[src/hdl/sdpg_pkg.sv]
// Shared types, constants and codes for the step/direction pulse generator.
package sdpg_pkg;

  // Block sizing.
  localparam int NUM_AXES     = 4;
  localparam int TICK_RATE_HZ = 1000000;
  localparam int MAX_STEP_HZ  = 10000;
  localparam int DUTY_DIV     = 100;

  // Field widths.
  localparam int KIND_W   = 3;
  localparam int AXIS_W   = 3;
  localparam int FREQ_W   = 16;
  localparam int POS_W    = 32;
  localparam int STAT_W   = 2;
  localparam int DUTY_W   = 7;
  localparam int AXCNT_W  = 3;
  localparam int AX_W     = (NUM_AXES > 1) ? $clog2(NUM_AXES) : 1;
  localparam int PER_W    = $clog2(TICK_RATE_HZ + 1);
  localparam int PROD_W   = PER_W + DUTY_W;
  localparam int DIV_W    = PROD_W;
  localparam int DCNT_W   = $clog2(DIV_W);

  // Stream payload widths.
  localparam int IN_TDATA_W  = 24;
  localparam int OUT_TDATA_W = 40;

  // Configuration port.
  localparam int CFG_AW = 3;
  localparam int CFG_DW = 32;
  localparam logic REG_AXES_IN_USE = 1'b0;
  localparam logic REG_DUTY        = 1'b1;
  localparam logic [AXCNT_W-1:0] AXES_RESET = AXCNT_W'(4);
  localparam logic [DUTY_W-1:0]  DUTY_RESET = DUTY_W'(50);

  // Request kinds.
  localparam logic [KIND_W-1:0] KIND_TICK    = 3'd0;
  localparam logic [KIND_W-1:0] KIND_ENABLE  = 3'd1;
  localparam logic [KIND_W-1:0] KIND_DISABLE = 3'd2;
  localparam logic [KIND_W-1:0] KIND_START   = 3'd3;
  localparam logic [KIND_W-1:0] KIND_STOP    = 3'd4;
  localparam logic [KIND_W-1:0] KIND_SETFREQ = 3'd5;
  localparam logic [KIND_W-1:0] KIND_READPOS = 3'd6;

  // Result status codes.
  localparam logic [STAT_W-1:0] STAT_OK      = 2'd0;
  localparam logic [STAT_W-1:0] STAT_BAD_ARG = 2'd1;
  localparam logic [STAT_W-1:0] STAT_BAD_ST  = 2'd2;

  // Axis operating mode.
  typedef enum logic [1:0] {
    MODE_DISABLED = 2'd0,
    MODE_ENABLED  = 2'd1,
    MODE_MOVING   = 2'd2
  } mode_t;

  // Request to the serial divider.
  typedef struct packed {
    logic              start;
    logic [DIV_W-1:0]  dividend;
    logic [FREQ_W-1:0] divisor;
  } div_req_t;

endpackage

[src/hdl/sdpg_div.sv]
// Restoring divider that produces one quotient bit per cycle.
module sdpg_div (
  input  logic                     clk,
  input  logic                     rst_n,
  input  sdpg_pkg::div_req_t       req,
  output logic                     done,
  output logic [sdpg_pkg::DIV_W-1:0] quot
);

  logic [sdpg_pkg::DIV_W-1:0]  dvd_r;
  logic [sdpg_pkg::FREQ_W-1:0] rem_r;
  logic [sdpg_pkg::FREQ_W-1:0] dvs_r;
  logic [sdpg_pkg::DCNT_W-1:0] cnt_r;
  logic                        busy_r;
  logic                        done_r;
  logic [sdpg_pkg::FREQ_W:0]   rem_sh;
  logic                        fits;

  // Shift the next dividend bit into the partial remainder and try a subtract.
  assign rem_sh = {rem_r, dvd_r[sdpg_pkg::DIV_W-1]};
  assign fits   = (rem_sh >= {1'b0, dvs_r});

  // Control: busy for DIV_W steps, then a one-cycle done.
  always_ff @(posedge clk) begin
    if (!rst_n) begin
      busy_r <= 1'b0;
      done_r <= 1'b0;
      cnt_r  <= '0;
    end else begin
      done_r <= 1'b0;
      if (req.start) begin
        busy_r <= 1'b1;
        cnt_r  <= '0;
      end else if (busy_r) begin
        if (cnt_r == sdpg_pkg::DCNT_W'(sdpg_pkg::DIV_W - 1)) begin
          busy_r <= 1'b0;
          done_r <= 1'b1;
        end
        cnt_r <= cnt_r + 1'b1;
      end
    end
  end

  // Datapath: the dividend register collects quotient bits as it shifts out.
  always_ff @(posedge clk) begin
    if (req.start) begin
      dvd_r <= req.dividend;
      dvs_r <= req.divisor;
      rem_r <= '0;
    end else if (busy_r) begin
      dvd_r <= {dvd_r[sdpg_pkg::DIV_W-2:0], fits};
      if (fits) begin
        rem_r <= sdpg_pkg::FREQ_W'(rem_sh - {1'b0, dvs_r});
      end else begin
        rem_r <= rem_sh[sdpg_pkg::FREQ_W-1:0];
      end
    end
  end

  assign done = done_r;
  assign quot = dvd_r;

`ifndef ASSERT_OFF
  // The done pulse follows the last step of a running division.
  a_done_after_busy: assert property (@(posedge clk) disable iff (!rst_n)
    done_r |-> $past(busy_r))
    else $error("divider done without a running division");
  // A new request never lands on a running division.
  a_no_restart: assert property (@(posedge clk) disable iff (!rst_n)
    busy_r |-> !req.start)
    else $error("divider restarted while busy");
  // The partial remainder stays below the divisor.
  a_rem_range: assert property (@(posedge clk) disable iff (!rst_n)
    (busy_r && dvs_r != '0) |-> (rem_r < dvs_r))
    else $error("divider remainder out of range");
`endif

endmodule

[src/hdl/step_dir_pulse_generator.sv]
// Top level of the multi-axis step/direction pulse generator.
// Sequence: a request that arms no pulse passes EXEC and RES, then raises out_tvalid from the output register.
// A request that arms a pulse also passes DIV1, MUL, DIV2 and ARM: two passes of the bit-serial divider,
// 27 steps each (period from the tick rate, then high time from the duty product).
// Requests are taken one at a time, only in IDLE, after the last one has left RES; the output
// register lets the next request enter while a result waits.
// Reset (synchronous, rst_n low) disables all axes, clears positions and pulses, restores registers.
module step_dir_pulse_generator (
  input  logic                               clk,
  input  logic                               rst_n,
  // Request channel.
  input  logic                               in_tvalid,
  output logic                               in_tready,
  // in_tdata: axis[2:0], direction_forward[3], frequency[19:4], zero[23:20]
  input  logic [sdpg_pkg::IN_TDATA_W-1:0]    in_tdata,
  // in_tuser: kind[2:0]
  input  logic [sdpg_pkg::KIND_W-1:0]        in_tuser,
  // Result channel.
  output logic                               out_tvalid,
  input  logic                               out_tready,
  // out_tdata: status[1:0], step_out[2], dir_forward[3], drive_enabled[4], moving[5],
  //            position[37:6], zero[39:38]
  output logic [sdpg_pkg::OUT_TDATA_W-1:0]   out_tdata,
  // Configuration port.
  input  logic                               cfg_psel,
  input  logic                               cfg_penable,
  input  logic                               cfg_pwrite,
  input  logic [sdpg_pkg::CFG_AW-1:0]        cfg_paddr,
  input  logic [sdpg_pkg::CFG_DW-1:0]        cfg_pwdata,
  output logic [sdpg_pkg::CFG_DW-1:0]        cfg_prdata,
  output logic                               cfg_pready
);

  typedef enum logic [6:0] {
    ST_IDLE = 7'b0000001,
    ST_EXEC = 7'b0000010,
    ST_DIV1 = 7'b0000100,
    ST_MUL  = 7'b0001000,
    ST_DIV2 = 7'b0010000,
    ST_RES  = 7'b0100000,
    ST_ARM  = 7'b1000000
  } state_t;

  state_t state_r, state_nxt;

  // Configuration registers.
  logic [sdpg_pkg::AXCNT_W-1:0] axes_r;
  logic [sdpg_pkg::DUTY_W-1:0]  duty_r;

  // Captured request.
  logic [sdpg_pkg::KIND_W-1:0]  it_kind_r;
  logic [sdpg_pkg::AXIS_W-1:0]  it_axis_r;
  logic                         it_fwd_r;
  logic [sdpg_pkg::FREQ_W-1:0]  it_freq_r;
  logic [sdpg_pkg::STAT_W-1:0]  it_stat_r;
  logic                         it_bad_r;

  // Per-axis state.
  sdpg_pkg::mode_t              ax_mode_r [sdpg_pkg::NUM_AXES];
  logic                         ax_dir_r  [sdpg_pkg::NUM_AXES];
  logic [sdpg_pkg::FREQ_W-1:0]  ax_freq_r [sdpg_pkg::NUM_AXES];
  logic [sdpg_pkg::POS_W-1:0]   ax_pos_r  [sdpg_pkg::NUM_AXES];
  logic                         pl_act_r  [sdpg_pkg::NUM_AXES];
  logic [sdpg_pkg::PER_W-1:0]   pl_cnt_r  [sdpg_pkg::NUM_AXES];
  logic [sdpg_pkg::PER_W-1:0]   pl_per_r  [sdpg_pkg::NUM_AXES];
  logic [sdpg_pkg::PER_W-1:0]   pl_high_r [sdpg_pkg::NUM_AXES];

  // Pulse timing work registers.
  logic [sdpg_pkg::PER_W-1:0]   per_r;
  logic [sdpg_pkg::PER_W-1:0]   high_r;

  // Output register.
  logic                             out_valid_r;
  logic [sdpg_pkg::OUT_TDATA_W-1:0] out_data_r;

  logic [sdpg_pkg::AX_W-1:0]    idx;
  logic                         bad_c;
  logic                         cfg_wr;
  logic [sdpg_pkg::PER_W-1:0]   cnt_inc;
  logic                         pulse_end;
  logic                         arm_c;
  logic [sdpg_pkg::FREQ_W-1:0]  f_arm;
  logic [sdpg_pkg::PROD_W-1:0]  prod_c;
  logic [sdpg_pkg::PER_W-1:0]   per_c;
  logic [sdpg_pkg::PER_W-1:0]   high_c;
  logic                         res_free;
  logic                         step_c;
  sdpg_pkg::div_req_t           div_req;
  logic                         div_done;
  logic [sdpg_pkg::DIV_W-1:0]   div_quot;

  sdpg_div u_div (
    .clk   (clk),
    .rst_n (rst_n),
    .req   (div_req),
    .done  (div_done),
    .quot  (div_quot)
  );

  // Configuration port: writes complete in the access cycle, reads are direct.
  assign cfg_pready = 1'b1;
  assign cfg_wr     = cfg_psel && cfg_penable && cfg_pwrite && cfg_pready;

  always_comb begin
    if (cfg_paddr[2] == sdpg_pkg::REG_AXES_IN_USE) begin
      cfg_prdata = sdpg_pkg::CFG_DW'(axes_r);
    end else begin
      cfg_prdata = sdpg_pkg::CFG_DW'(duty_r);
    end
  end

  always_ff @(posedge clk) begin
    if (!rst_n) begin
      axes_r <= sdpg_pkg::AXES_RESET;
      duty_r <= sdpg_pkg::DUTY_RESET;
    end else if (cfg_wr) begin
      if (cfg_paddr[2] == sdpg_pkg::REG_AXES_IN_USE) begin
        axes_r <= cfg_pwdata[sdpg_pkg::AXCNT_W-1:0];
      end else begin
        duty_r <= cfg_pwdata[sdpg_pkg::DUTY_W-1:0];
      end
    end
  end

  // Addressed axis and its range check.
  assign idx   = it_axis_r[sdpg_pkg::AX_W-1:0];
  assign bad_c = (it_axis_r >= axes_r) ||
                 ({1'b0, it_axis_r} >= (sdpg_pkg::AXIS_W + 1)'(sdpg_pkg::NUM_AXES));

  // Tick bookkeeping and the decision to arm a new pulse.
  assign cnt_inc   = pl_cnt_r[idx] + 1'b1;
  assign pulse_end = pl_act_r[idx] && (cnt_inc >= pl_per_r[idx]);

  always_comb begin
    arm_c = 1'b0;
    f_arm = ax_freq_r[idx];
    if (!bad_c) begin
      if (it_kind_r == sdpg_pkg::KIND_TICK) begin
        arm_c = pulse_end && (ax_mode_r[idx] == sdpg_pkg::MODE_MOVING) &&
                (ax_freq_r[idx] != '0);
      end else if (it_kind_r == sdpg_pkg::KIND_START) begin
        arm_c = (ax_mode_r[idx] == sdpg_pkg::MODE_ENABLED) && !pl_act_r[idx];
        if (ax_freq_r[idx] == '0) begin
          f_arm = sdpg_pkg::FREQ_W'(sdpg_pkg::MAX_STEP_HZ);
        end
      end
    end
    if (f_arm == '0) begin
      f_arm = sdpg_pkg::FREQ_W'(1);
    end
  end

  // Period clamp, duty product and high-time clamp.
  always_comb begin
    per_c = div_quot[sdpg_pkg::PER_W-1:0];
    if (per_c < sdpg_pkg::PER_W'(2)) begin
      per_c = sdpg_pkg::PER_W'(2);
    end
  end

  assign prod_c = sdpg_pkg::PROD_W'(per_r) * sdpg_pkg::PROD_W'(duty_r);

  always_comb begin
    if (div_quot == '0) begin
      high_c = sdpg_pkg::PER_W'(1);
    end else if (div_quot >= sdpg_pkg::DIV_W'(per_r)) begin
      high_c = per_r - 1'b1;
    end else begin
      high_c = div_quot[sdpg_pkg::PER_W-1:0];
    end
  end

  // Divider requests: period first, then high time.
  always_comb begin
    div_req.start    = 1'b0;
    div_req.dividend = sdpg_pkg::DIV_W'(sdpg_pkg::TICK_RATE_HZ);
    div_req.divisor  = f_arm;
    if (state_r == ST_EXEC) begin
      div_req.start = arm_c;
    end else if (state_r == ST_MUL) begin
      div_req.start    = 1'b1;
      div_req.dividend = prod_c;
      div_req.divisor  = sdpg_pkg::FREQ_W'(sdpg_pkg::DUTY_DIV);
    end
  end

  // Handshakes.
  assign in_tready  = (state_r == ST_IDLE);
  assign out_tvalid = out_valid_r;
  assign out_tdata  = out_data_r;
  assign res_free   = !out_valid_r || out_tready;
  assign step_c     = pl_act_r[idx] && (pl_cnt_r[idx] < pl_high_r[idx]);

  // Sequencer.
  always_comb begin
    state_nxt = state_r;
    case (state_r)
      ST_IDLE: if (in_tvalid) state_nxt = ST_EXEC;
      ST_EXEC: state_nxt = arm_c ? ST_DIV1 : ST_RES;
      ST_DIV1: if (div_done) state_nxt = ST_MUL;
      ST_MUL:  state_nxt = ST_DIV2;
      ST_DIV2: if (div_done) state_nxt = ST_ARM;
      ST_ARM:  state_nxt = ST_RES;
      ST_RES:  if (res_free) state_nxt = ST_IDLE;
      default: state_nxt = ST_IDLE;
    endcase
  end

  always_ff @(posedge clk) begin
    if (!rst_n) begin
      state_r <= ST_IDLE;
    end else begin
      state_r <= state_nxt;
    end
  end

  // Request capture.
  always_ff @(posedge clk) begin
    if (in_tvalid && in_tready) begin
      it_kind_r <= in_tuser;
      it_axis_r <= in_tdata[2:0];
      it_fwd_r  <= in_tdata[3];
      it_freq_r <= in_tdata[19:4];
    end
  end

  // Pulse timing work registers.
  always_ff @(posedge clk) begin
    if (state_r == ST_DIV1 && div_done) begin
      per_r <= per_c;
    end
    if (state_r == ST_DIV2 && div_done) begin
      high_r <= high_c;
    end
  end

  // Per-axis state update: command effects in EXEC, pulse arming in ARM.
  always_ff @(posedge clk) begin
    if (!rst_n) begin
      for (int i = 0; i < sdpg_pkg::NUM_AXES; i++) begin
        ax_mode_r[i] <= sdpg_pkg::MODE_DISABLED;
        ax_dir_r[i]  <= 1'b1;
        ax_freq_r[i] <= '0;
        ax_pos_r[i]  <= '0;
        pl_act_r[i]  <= 1'b0;
        pl_cnt_r[i]  <= '0;
        pl_per_r[i]  <= '0;
        pl_high_r[i] <= '0;
      end
      it_stat_r <= sdpg_pkg::STAT_OK;
      it_bad_r  <= 1'b0;
    end else if (state_r == ST_EXEC) begin
      it_bad_r  <= bad_c;
      it_stat_r <= sdpg_pkg::STAT_OK;
      if (bad_c) begin
        it_stat_r <= sdpg_pkg::STAT_BAD_ARG;
      end else begin
        case (it_kind_r)
          sdpg_pkg::KIND_TICK: begin
            if (pl_act_r[idx]) begin
              if (pulse_end) begin
                if (ax_dir_r[idx]) begin
                  ax_pos_r[idx] <= ax_pos_r[idx] + 1'b1;
                end else begin
                  ax_pos_r[idx] <= ax_pos_r[idx] - 1'b1;
                end
                pl_act_r[idx] <= 1'b0;
                pl_cnt_r[idx] <= '0;
              end else begin
                pl_cnt_r[idx] <= cnt_inc;
              end
            end
          end
          sdpg_pkg::KIND_ENABLE:  ax_mode_r[idx] <= sdpg_pkg::MODE_ENABLED;
          sdpg_pkg::KIND_DISABLE: ax_mode_r[idx] <= sdpg_pkg::MODE_DISABLED;
          sdpg_pkg::KIND_START: begin
            if (ax_mode_r[idx] == sdpg_pkg::MODE_DISABLED) begin
              it_stat_r <= sdpg_pkg::STAT_BAD_ST;
            end else if (ax_mode_r[idx] == sdpg_pkg::MODE_MOVING) begin
              ax_dir_r[idx] <= it_fwd_r;
            end else begin
              ax_dir_r[idx]  <= it_fwd_r;
              ax_freq_r[idx] <= f_arm;
              ax_mode_r[idx] <= sdpg_pkg::MODE_MOVING;
            end
          end
          sdpg_pkg::KIND_STOP: begin
            if (ax_mode_r[idx] == sdpg_pkg::MODE_MOVING) begin
              ax_mode_r[idx] <= sdpg_pkg::MODE_ENABLED;
            end
          end
          sdpg_pkg::KIND_SETFREQ: begin
            if (it_freq_r > sdpg_pkg::FREQ_W'(sdpg_pkg::MAX_STEP_HZ)) begin
              it_stat_r <= sdpg_pkg::STAT_BAD_ARG;
            end else begin
              ax_freq_r[idx] <= it_freq_r;
            end
          end
          sdpg_pkg::KIND_READPOS: it_stat_r <= sdpg_pkg::STAT_OK;
          default: it_stat_r <= sdpg_pkg::STAT_BAD_ARG;
        endcase
      end
    end else if (state_r == ST_ARM) begin
      pl_per_r[idx]  <= per_r;
      pl_high_r[idx] <= high_r;
      pl_cnt_r[idx]  <= '0;
      pl_act_r[idx]  <= 1'b1;
    end
  end

  // Output register: loaded from the finished request, held until taken.
  always_ff @(posedge clk) begin
    if (!rst_n) begin
      out_valid_r <= 1'b0;
    end else if (state_r == ST_RES && res_free) begin
      out_valid_r <= 1'b1;
    end else if (out_tready) begin
      out_valid_r <= 1'b0;
    end
  end

  always_ff @(posedge clk) begin
    if (state_r == ST_RES && res_free) begin
      if (it_bad_r) begin
        out_data_r <= sdpg_pkg::OUT_TDATA_W'(it_stat_r);
      end else begin
        out_data_r <= {2'b00, ax_pos_r[idx],
                       (ax_mode_r[idx] == sdpg_pkg::MODE_MOVING),
                       (ax_mode_r[idx] != sdpg_pkg::MODE_DISABLED),
                       ax_dir_r[idx], step_c, it_stat_r};
      end
    end
  end

`ifndef ASSERT_OFF
  // An accepted request always goes straight to execution.
  a_accept_exec: assert property (@(posedge clk) disable iff (!rst_n)
    (in_tvalid && in_tready) |=> (state_r == ST_EXEC))
    else $error("accepted request did not enter execution");
  // Divider results only arrive while the sequencer waits for them.
  a_div_done_state: assert property (@(posedge clk) disable iff (!rst_n)
    div_done |-> (state_r == ST_DIV1 || state_r == ST_DIV2))
    else $error("divider finished outside a divide state");
  // An armed pulse always has a high time inside its period.
  a_high_in_period: assert property (@(posedge clk) disable iff (!rst_n)
    (state_r == ST_RES && pl_act_r[idx]) |->
      (pl_high_r[idx] != '0 && pl_high_r[idx] < pl_per_r[idx]))
    else $error("pulse high time outside its period");
  // A finished request is presented on the next cycle.
  a_result_loaded: assert property (@(posedge clk) disable iff (!rst_n)
    (state_r == ST_RES && res_free) |=> out_valid_r)
    else $error("result not loaded into the output register");
`endif

endmodule
[config.mk]
export PLATFORM = sky130hd
export DESIGN_NAME = step_dir_pulse_generator
export DESIGN_NICKNAME = d
export VERILOG_FILES = /design/src/hdl/sdpg_pkg.sv /design/src/hdl/sdpg_div.sv /design/src/hdl/step_dir_pulse_generator.sv
export SDC_FILE = /design/constraint.sdc
export NUM_CORES = 1
export LEC_CHECK = 0
export BUFFER_PORTS_ARGS = -buffer_cell sky130_fd_sc_hd__buf_2
export CAP_MARGIN = 20
export CORE_UTILIZATION = 34
export DETAILED_ROUTE_END_ITERATION = 6
export GPL_TIMING_DRIVEN = 0
export PLACE_DENSITY = 0.59
export SETUP_SLACK_MARGIN = 0.5
export SYNTH_ARGS = -nofsm -noshare
export SYNTH_HDL_FRONTEND = slang
export SYNTH_SLANG_ARGS = --single-unit
[constraint.sdc]
create_clock -name clk -period 8.9 [get_ports clk]
set_clock_uncertainty 0.15 [all_clocks]
set_input_delay 0 -clock clk [delete_from_list [all_inputs] [get_ports clk]]
set_output_delay 0 -clock clk [all_outputs]
set_load 0.01 [all_outputs]
==> summary.txt, run 1 <==
Register bit count reported by yosys - 638
Worst-Margin Slew - 1.097 ns
Crit path required time - 9.12 ns
Post-Route WL - 95.26 mm
Nets@finish - 3614
CP max stage cell - dfxtp_1
Clock latency on the worst-skew pair - 0.64 ns
Pin count of the biggest net entering global routing - 33
Average wire per cell in the routed design - 20.14 microns
Hold slack final - 0.02150 ns
Critical setup path kind - reg2reg
Pwr Density - 192.4 nW/um^2
CTS tree - done
WP data arrival - 8.08 ns
Fmax - 127.2 MHz
# DRC - 0
Clock tree root driver cell - clkbuf_16
Initial Util - 34.30%
Antenna violations before repair - 4
Bufs on Longest Clock Path - 3
Total Power - 7.944 mW
Placed cell count - 4524
Die area - 105900 sq um
Clk sinks - 638
Footprint of the multi-input gates - 15170 sq um
Slew margin rel. - 26.89%
Share of layout cells above drive strength 1 - 12.81%
Final core utilization - 39.84%
# diodes - 0
Core area - 103600 sq um
Commonest non-fill, non-tap cell in the layout - edfxtp_1
Die H - 325.4 microns
Distinct cells, synth - 82
Post-synthesis async set-or-reset flop share - 0%
Final worst-path cycle share - 88.33%
Final non-filler cell total - 4730
Post-route ant nets - 0
Total GRT Usage - 17.76%
Setup violators final - 0
CTS H-tree depth - 3
Mean Syn Cell Area - 11.77 sq um
Number of global-route vias before repair - 24.58k
Mapped Area - 35550 sq um
Hold Vio Cnt, Final - 0
Flop2flop setup slack - 1.04 ns
Area Growth Syn to Fin - 16.15%
FF+latch area - 18670 sq um
Num rows - 118
CTS buffer count - 70
Status - complete, no violations
RSZ-0062 raised after global routing - no
Max incr delay on CP - 0.47 ns
Sequential area share after synthesis - 52.51%
Crit-path max FO - 14
Setup crit end kind - register
Most frequent cells in the layout - 589 x edfxtp_1, 362 x nor2_1, 244 x inv_1
Vias per std cell - 5.172
Via count - 24.47k
Number of max-cap violations - 0
Die width - 325.4 microns
Lkg Pwr - 16.27 nW
Initial DRT Pass Iterations - 5
Overflow after GRT - 0
Reg clk slew, reported paths - 0.06 ns
First-pass GRT wire length - 145.4 mm
Detailed placer's ending HPWL - 68.47 mm
Final Critical Period - 7.862 ns
Drt initial violations - 2016
Mapped Cells - 3021
Io pins - 144
Pins Over Slew Limit - 0
Worst VDD drop - 0.0001441 V
Crit start category - register
GP Congestion - 0.8501
HP Class - in2reg
Fillers - 9969
EDFF count, synth - 589
PortBufs - 83
Top FF cell, synth - edfxtp_1
YS warnings - 0
## synth_stat cells (48+ instances only)
cell type | number | area [sq um]
a21oi_1 | 83 | 415.4
and2_1 | 51 | 319.1
and3_1 | 95 | 594.3
clkbuf_1 | 147 | 551.8
dfxtp_1 | 49 | 980.9
edfxtp_1 | 589 | 17690
fa_1 | 91 | 1822
ha_1 | 157 | 1964
inv_1 | 245 | 919.6
mux4_2 | 112 | 2522
nand2_1 | 235 | 882.1
nand3_1 | 48 | 240.2
nor2_1 | 362 | 1359
nor2b_1 | 49 | 306.5
nor3_1 | 121 | 605.6
o21ai_0 | 72 | 360.4
## registers in the layout, indices dropped and copies added (netlist names), 20 cells and up, named ones only
register    cells
high_r         20
per_r          20
u_div.quot     27
ax_pos_r      128
pl_cnt_r       80
pl_high_r      80
ax_freq_r      64
out_tdata      38
pl_per_r       80
## critical path, delay by kind of cell (launching register included)
kind / cells / cell delay, ns
compound gates: 9 / 2.31
buf+inv: 7 / 1.59
simple gates: 8 / 1.41
fa+ha+maj: 2 / 0.66
xor+xnor: 2 / 0.52
flops: 1 / 0.47
mux: 1 / 0.44
## per-layer routing
layer  share of wire (%)  track usage (%)  vias to the layer above
met5               0.028                0                        -
met4                 2.1            4.246                        4
met3                 5.3            2.464                      129
met2                  48            29.87                      709
met1                  44            24.18                    12240
li1                    -                -                    11390
## metrics by stage
step | setup WS [ns] | TNS, ns | area [sq um]
finish | 1.038 | 0 | 41290
global route | 0.4986 | 0 | 41290
CTS | 0.5898 | 0 | 41200
detailed placement | -1.304 | -74.08 | 38160
global placement | -2.506 | -203.79 | 37790
floorplan | 1.901 | 0 | 35650
## cell families after synthesis
group                      synth area share [%]
and+or+nand+nor                           14.30
other                                   0.02112
AOI/OAI and AO/OA                         7.524
adders and majority gates                 10.65
buffers and inverters                     5.370
muxes                                     7.412
DFF                                       52.51
xor gates and xnor gates                  2.217
## cell type report
type	instances	area share, %
Sequential cell	638	45.21
Multi-Input combinational cell	1948	36.74
Clock buffer	86	4.490
Tap cell	1380	4.181
Timing Repair Buffer	178	3.709
Buffer	210	2.406
Inverter	251	2.294
Clock inverter	39	0.9726
## path summary, 6_finish.rpt
path                                                      end  cells after the start                       from
worst max-delay path            ax_pos_r[1][25]$_SDFFCE_PN0P_                     29                   register
worst min-delay path                   it_axis_r[2]$_DFFE_PP_                      2                in_tdata[2]
worst max register to register  ax_pos_r[1][25]$_SDFFCE_PN0P_                     29                   register
worst min register to register         out_tdata[1]$_DFFE_PP_                      0  it_stat_r[1]$_SDFFE_PN0P_
## where the power goes
| group | internal [mW] | switching, mW |
|---|---|---|
| clock | 1.65 | 1.28 |
| sequential | 3.40 | 0.0531 |
| combinational | 0.632 | 0.936 |
## timing repair
item                                   CTS  global route
setup endpoints to repair              116            45
gates cloned                             0             0
resized for setup                       16             3
endpoints found under the hold margin   46             0
hold buffers                            74             0
setup buffers                            1             4
pin swaps                                1             1
(Power assumes the default switching activity.)
==> inputs of run 2 (changes only) <==
Settings changed: PLACE_DENSITY 0.59 to not set, PLACE_DENSITY_LB_ADDON set to 0.12.
==> summary.txt, run 2 (synthesized netlist as in run 1, its figures left out) <==
Status - complete, no violations
Crit-path max FO - 21
CP max stage cell - mux4_2
Flop2flop setup slack - 1.05 ns
Via count - 24.63k
Vias per std cell - 5.181
Hold Vio Cnt, Final - 0
Hold path depth - 2
Antenna violations before repair - 3
HP Class - in2reg
R2R Path End - ax_pos_r[2][25]$_SDFFCE_PN0P_
Average wire per cell in the routed design - 21.79 microns
Setup violators final - 0
Die H - 325.4 microns
Lkg Pwr - 16.51 nW
Number of global-route vias before repair - 25.31k
Crit start category - register
Num rows - 118
Clock tree root driver cell - clkbuf_16
Critical setup path kind - reg2reg
Number of max-cap violations - 0
Reg clk slew, reported paths - 0.06 ns
Area Growth Syn to Fin - 17.50%
GP Congestion - 0.8415
Slew margin rel. - 30.88%
Final core utilization - 40.30%
Commonest non-fill, non-tap cell in the layout - edfxtp_1
Reg with most FFs - ax_pos_r
Placed cell count - 4525
Max FFs per register - 128
Final worst-path cycle share - 88.20%
Crit path required time - 9.10 ns
Hold EP - it_axis_r[1]$_DFFE_PP_
WP data arrival - 8.05 ns
Die width - 325.4 microns
Clock latency on the worst-skew pair - 0.63 ns
Die area - 105900 sq um
Pre-CTS setup slack - -1.384 ns
Final Critical Period - 7.850 ns
PortBufs - 83
Pins Over Slew Limit - 0
# DRC - 0
Total GRT Usage - 19.44%
HP Start - in_tdata[1]
CTS H-tree depth - 3
Post-Route WL - 103.6 mm
Share of layout cells above drive strength 1 - 13.49%
Most frequent CP cell - buf_4
Clk sinks - 638
Fmax - 127.4 MHz
Initial Util - 34.30%
Fillers - 9979
Io pins - 144
First-pass GRT wire length - 156.6 mm
Drt initial violations - 1977
Setup WS post-layout - 1.050 ns
Pin count of the biggest net entering global routing - 35
CTS tree - done
Final non-filler cell total - 4754
Detailed placer's ending HPWL - 75.44 mm
Setup crit end kind - register
Most frequent cells in the layout - 589 x edfxtp_1, 362 x nor2_1, 244 x inv_1
R2r worst-path depth - 32
Pwr Density - 196.7 nW/um^2
Worst-Margin Slew - 1.037 ns
Initial DRT Pass Iterations - 5
Overflow after GRT - 0
Worst VDD drop - 0.0001129 V
Post-route ant nets - 0
Core area - 103600 sq um
Max incr delay on CP - 0.59 ns
CTS buffer count - 76
Bufs on Longest Clock Path - 3
Nets@finish - 3627
RSZ-0062 raised after global routing - no
-- run 2: cell count changes in the layout (fill, tap and decap cells not counted), sizes merged, moves of 3 or more --
cell         delta
clkinvlp        -4
clkbuf          +5
clkinv         +15
inv             -4
dlygate4sd3     +5
bufinv          +3
-- run 2: power breakdown --
group          leakage [nW]  internal [mW]  switching [mW]  total (mW)
Combinational          9.11          0.643           0.965        1.61
Sequential             6.16           3.40          0.0518        3.45
Clock                  1.24           1.88            1.28        3.16
Total                  16.5           5.92            2.30        8.22
-- run 2: how the worst max path moves through the flow --
stage                                    endpoint
global placement        ax_pos_r[3][13]$_DFFE_PP_
floorplan           ax_pos_r[0][25]$_SDFFCE_PN0P_
detailed placement  ax_pos_r[2][25]$_SDFFCE_PN0P_
finish              ax_pos_r[2][25]$_SDFFCE_PN0P_
global route        ax_pos_r[2][29]$_SDFFCE_PN0P_
CTS                 ax_pos_r[2][24]$_SDFFCE_PN0P_
-- run 2: cell type report --
cell class	count	area, sq um	area share [%]
plain buffers	210	1002	2.399
multi-input cells	1948	15230	36.47
repair buffers	185	1667	3.990
diodes	1	2.502	0.005990
flip-flops and latches	638	18670	44.69
clock buffers	92	2047	4.900
well taps	1380	1727	4.133
clock inverters	49	479.2	1.147
inverters	251	947.2	2.267
-- run 2: through the flow --
step	power, mW	TNS (ns)	hold WS, ns	cell area [sq um]
final	8.218	0	0.05372	41770
after global routing	8.562	0	0.03232	41770
after CTS	8.290	0	0.01066	41560
after detailed placement	5.081	-83.51	0.03006	38180
after global placement	5.050	-234.98	0.03051	37790
after floorplan	4.580	0	-0.05113	35650
-- run 2: layer usage --
| metal | GRT usage [%] | vias to the layer above | share of wire [%] |
|---|---|---|---|
| li1 | - | 11410 | - |
| met1 | 26.54 | 12460 | 45 |
| met2 | 32.45 | 622 | 48 |
| met3 | 2.348 | 136 | 4.2 |
| met4 | 5.573 | 0 | 2.7 |
| met5 | 0 | - | 0 |
-- run 2: repair_timing --
item	4_1_cts	5_1_grt
buffers inserted	1	2
setup endpoints to repair	131	59
hold buffers	79	0
resized for setup	19	12
pin swaps	1	1
endpoints found under the hold margin	41	0
-- run 2: worst max-delay path, delay by kind of cell (launching register included) --
| family | cells | cell delay [ns] |
|---|---|---|
| DFF | 1 | 0.33 |
| adders and majority gates | 2 | 0.60 |
| muxes | 1 | 0.59 |
| AOI/OAI and AO/OA | 7 | 1.68 |
| and+or+nand+nor | 10 | 1.72 |
| buffers and inverters | 10 | 2.02 |
| xor gates and xnor gates | 2 | 0.43 |
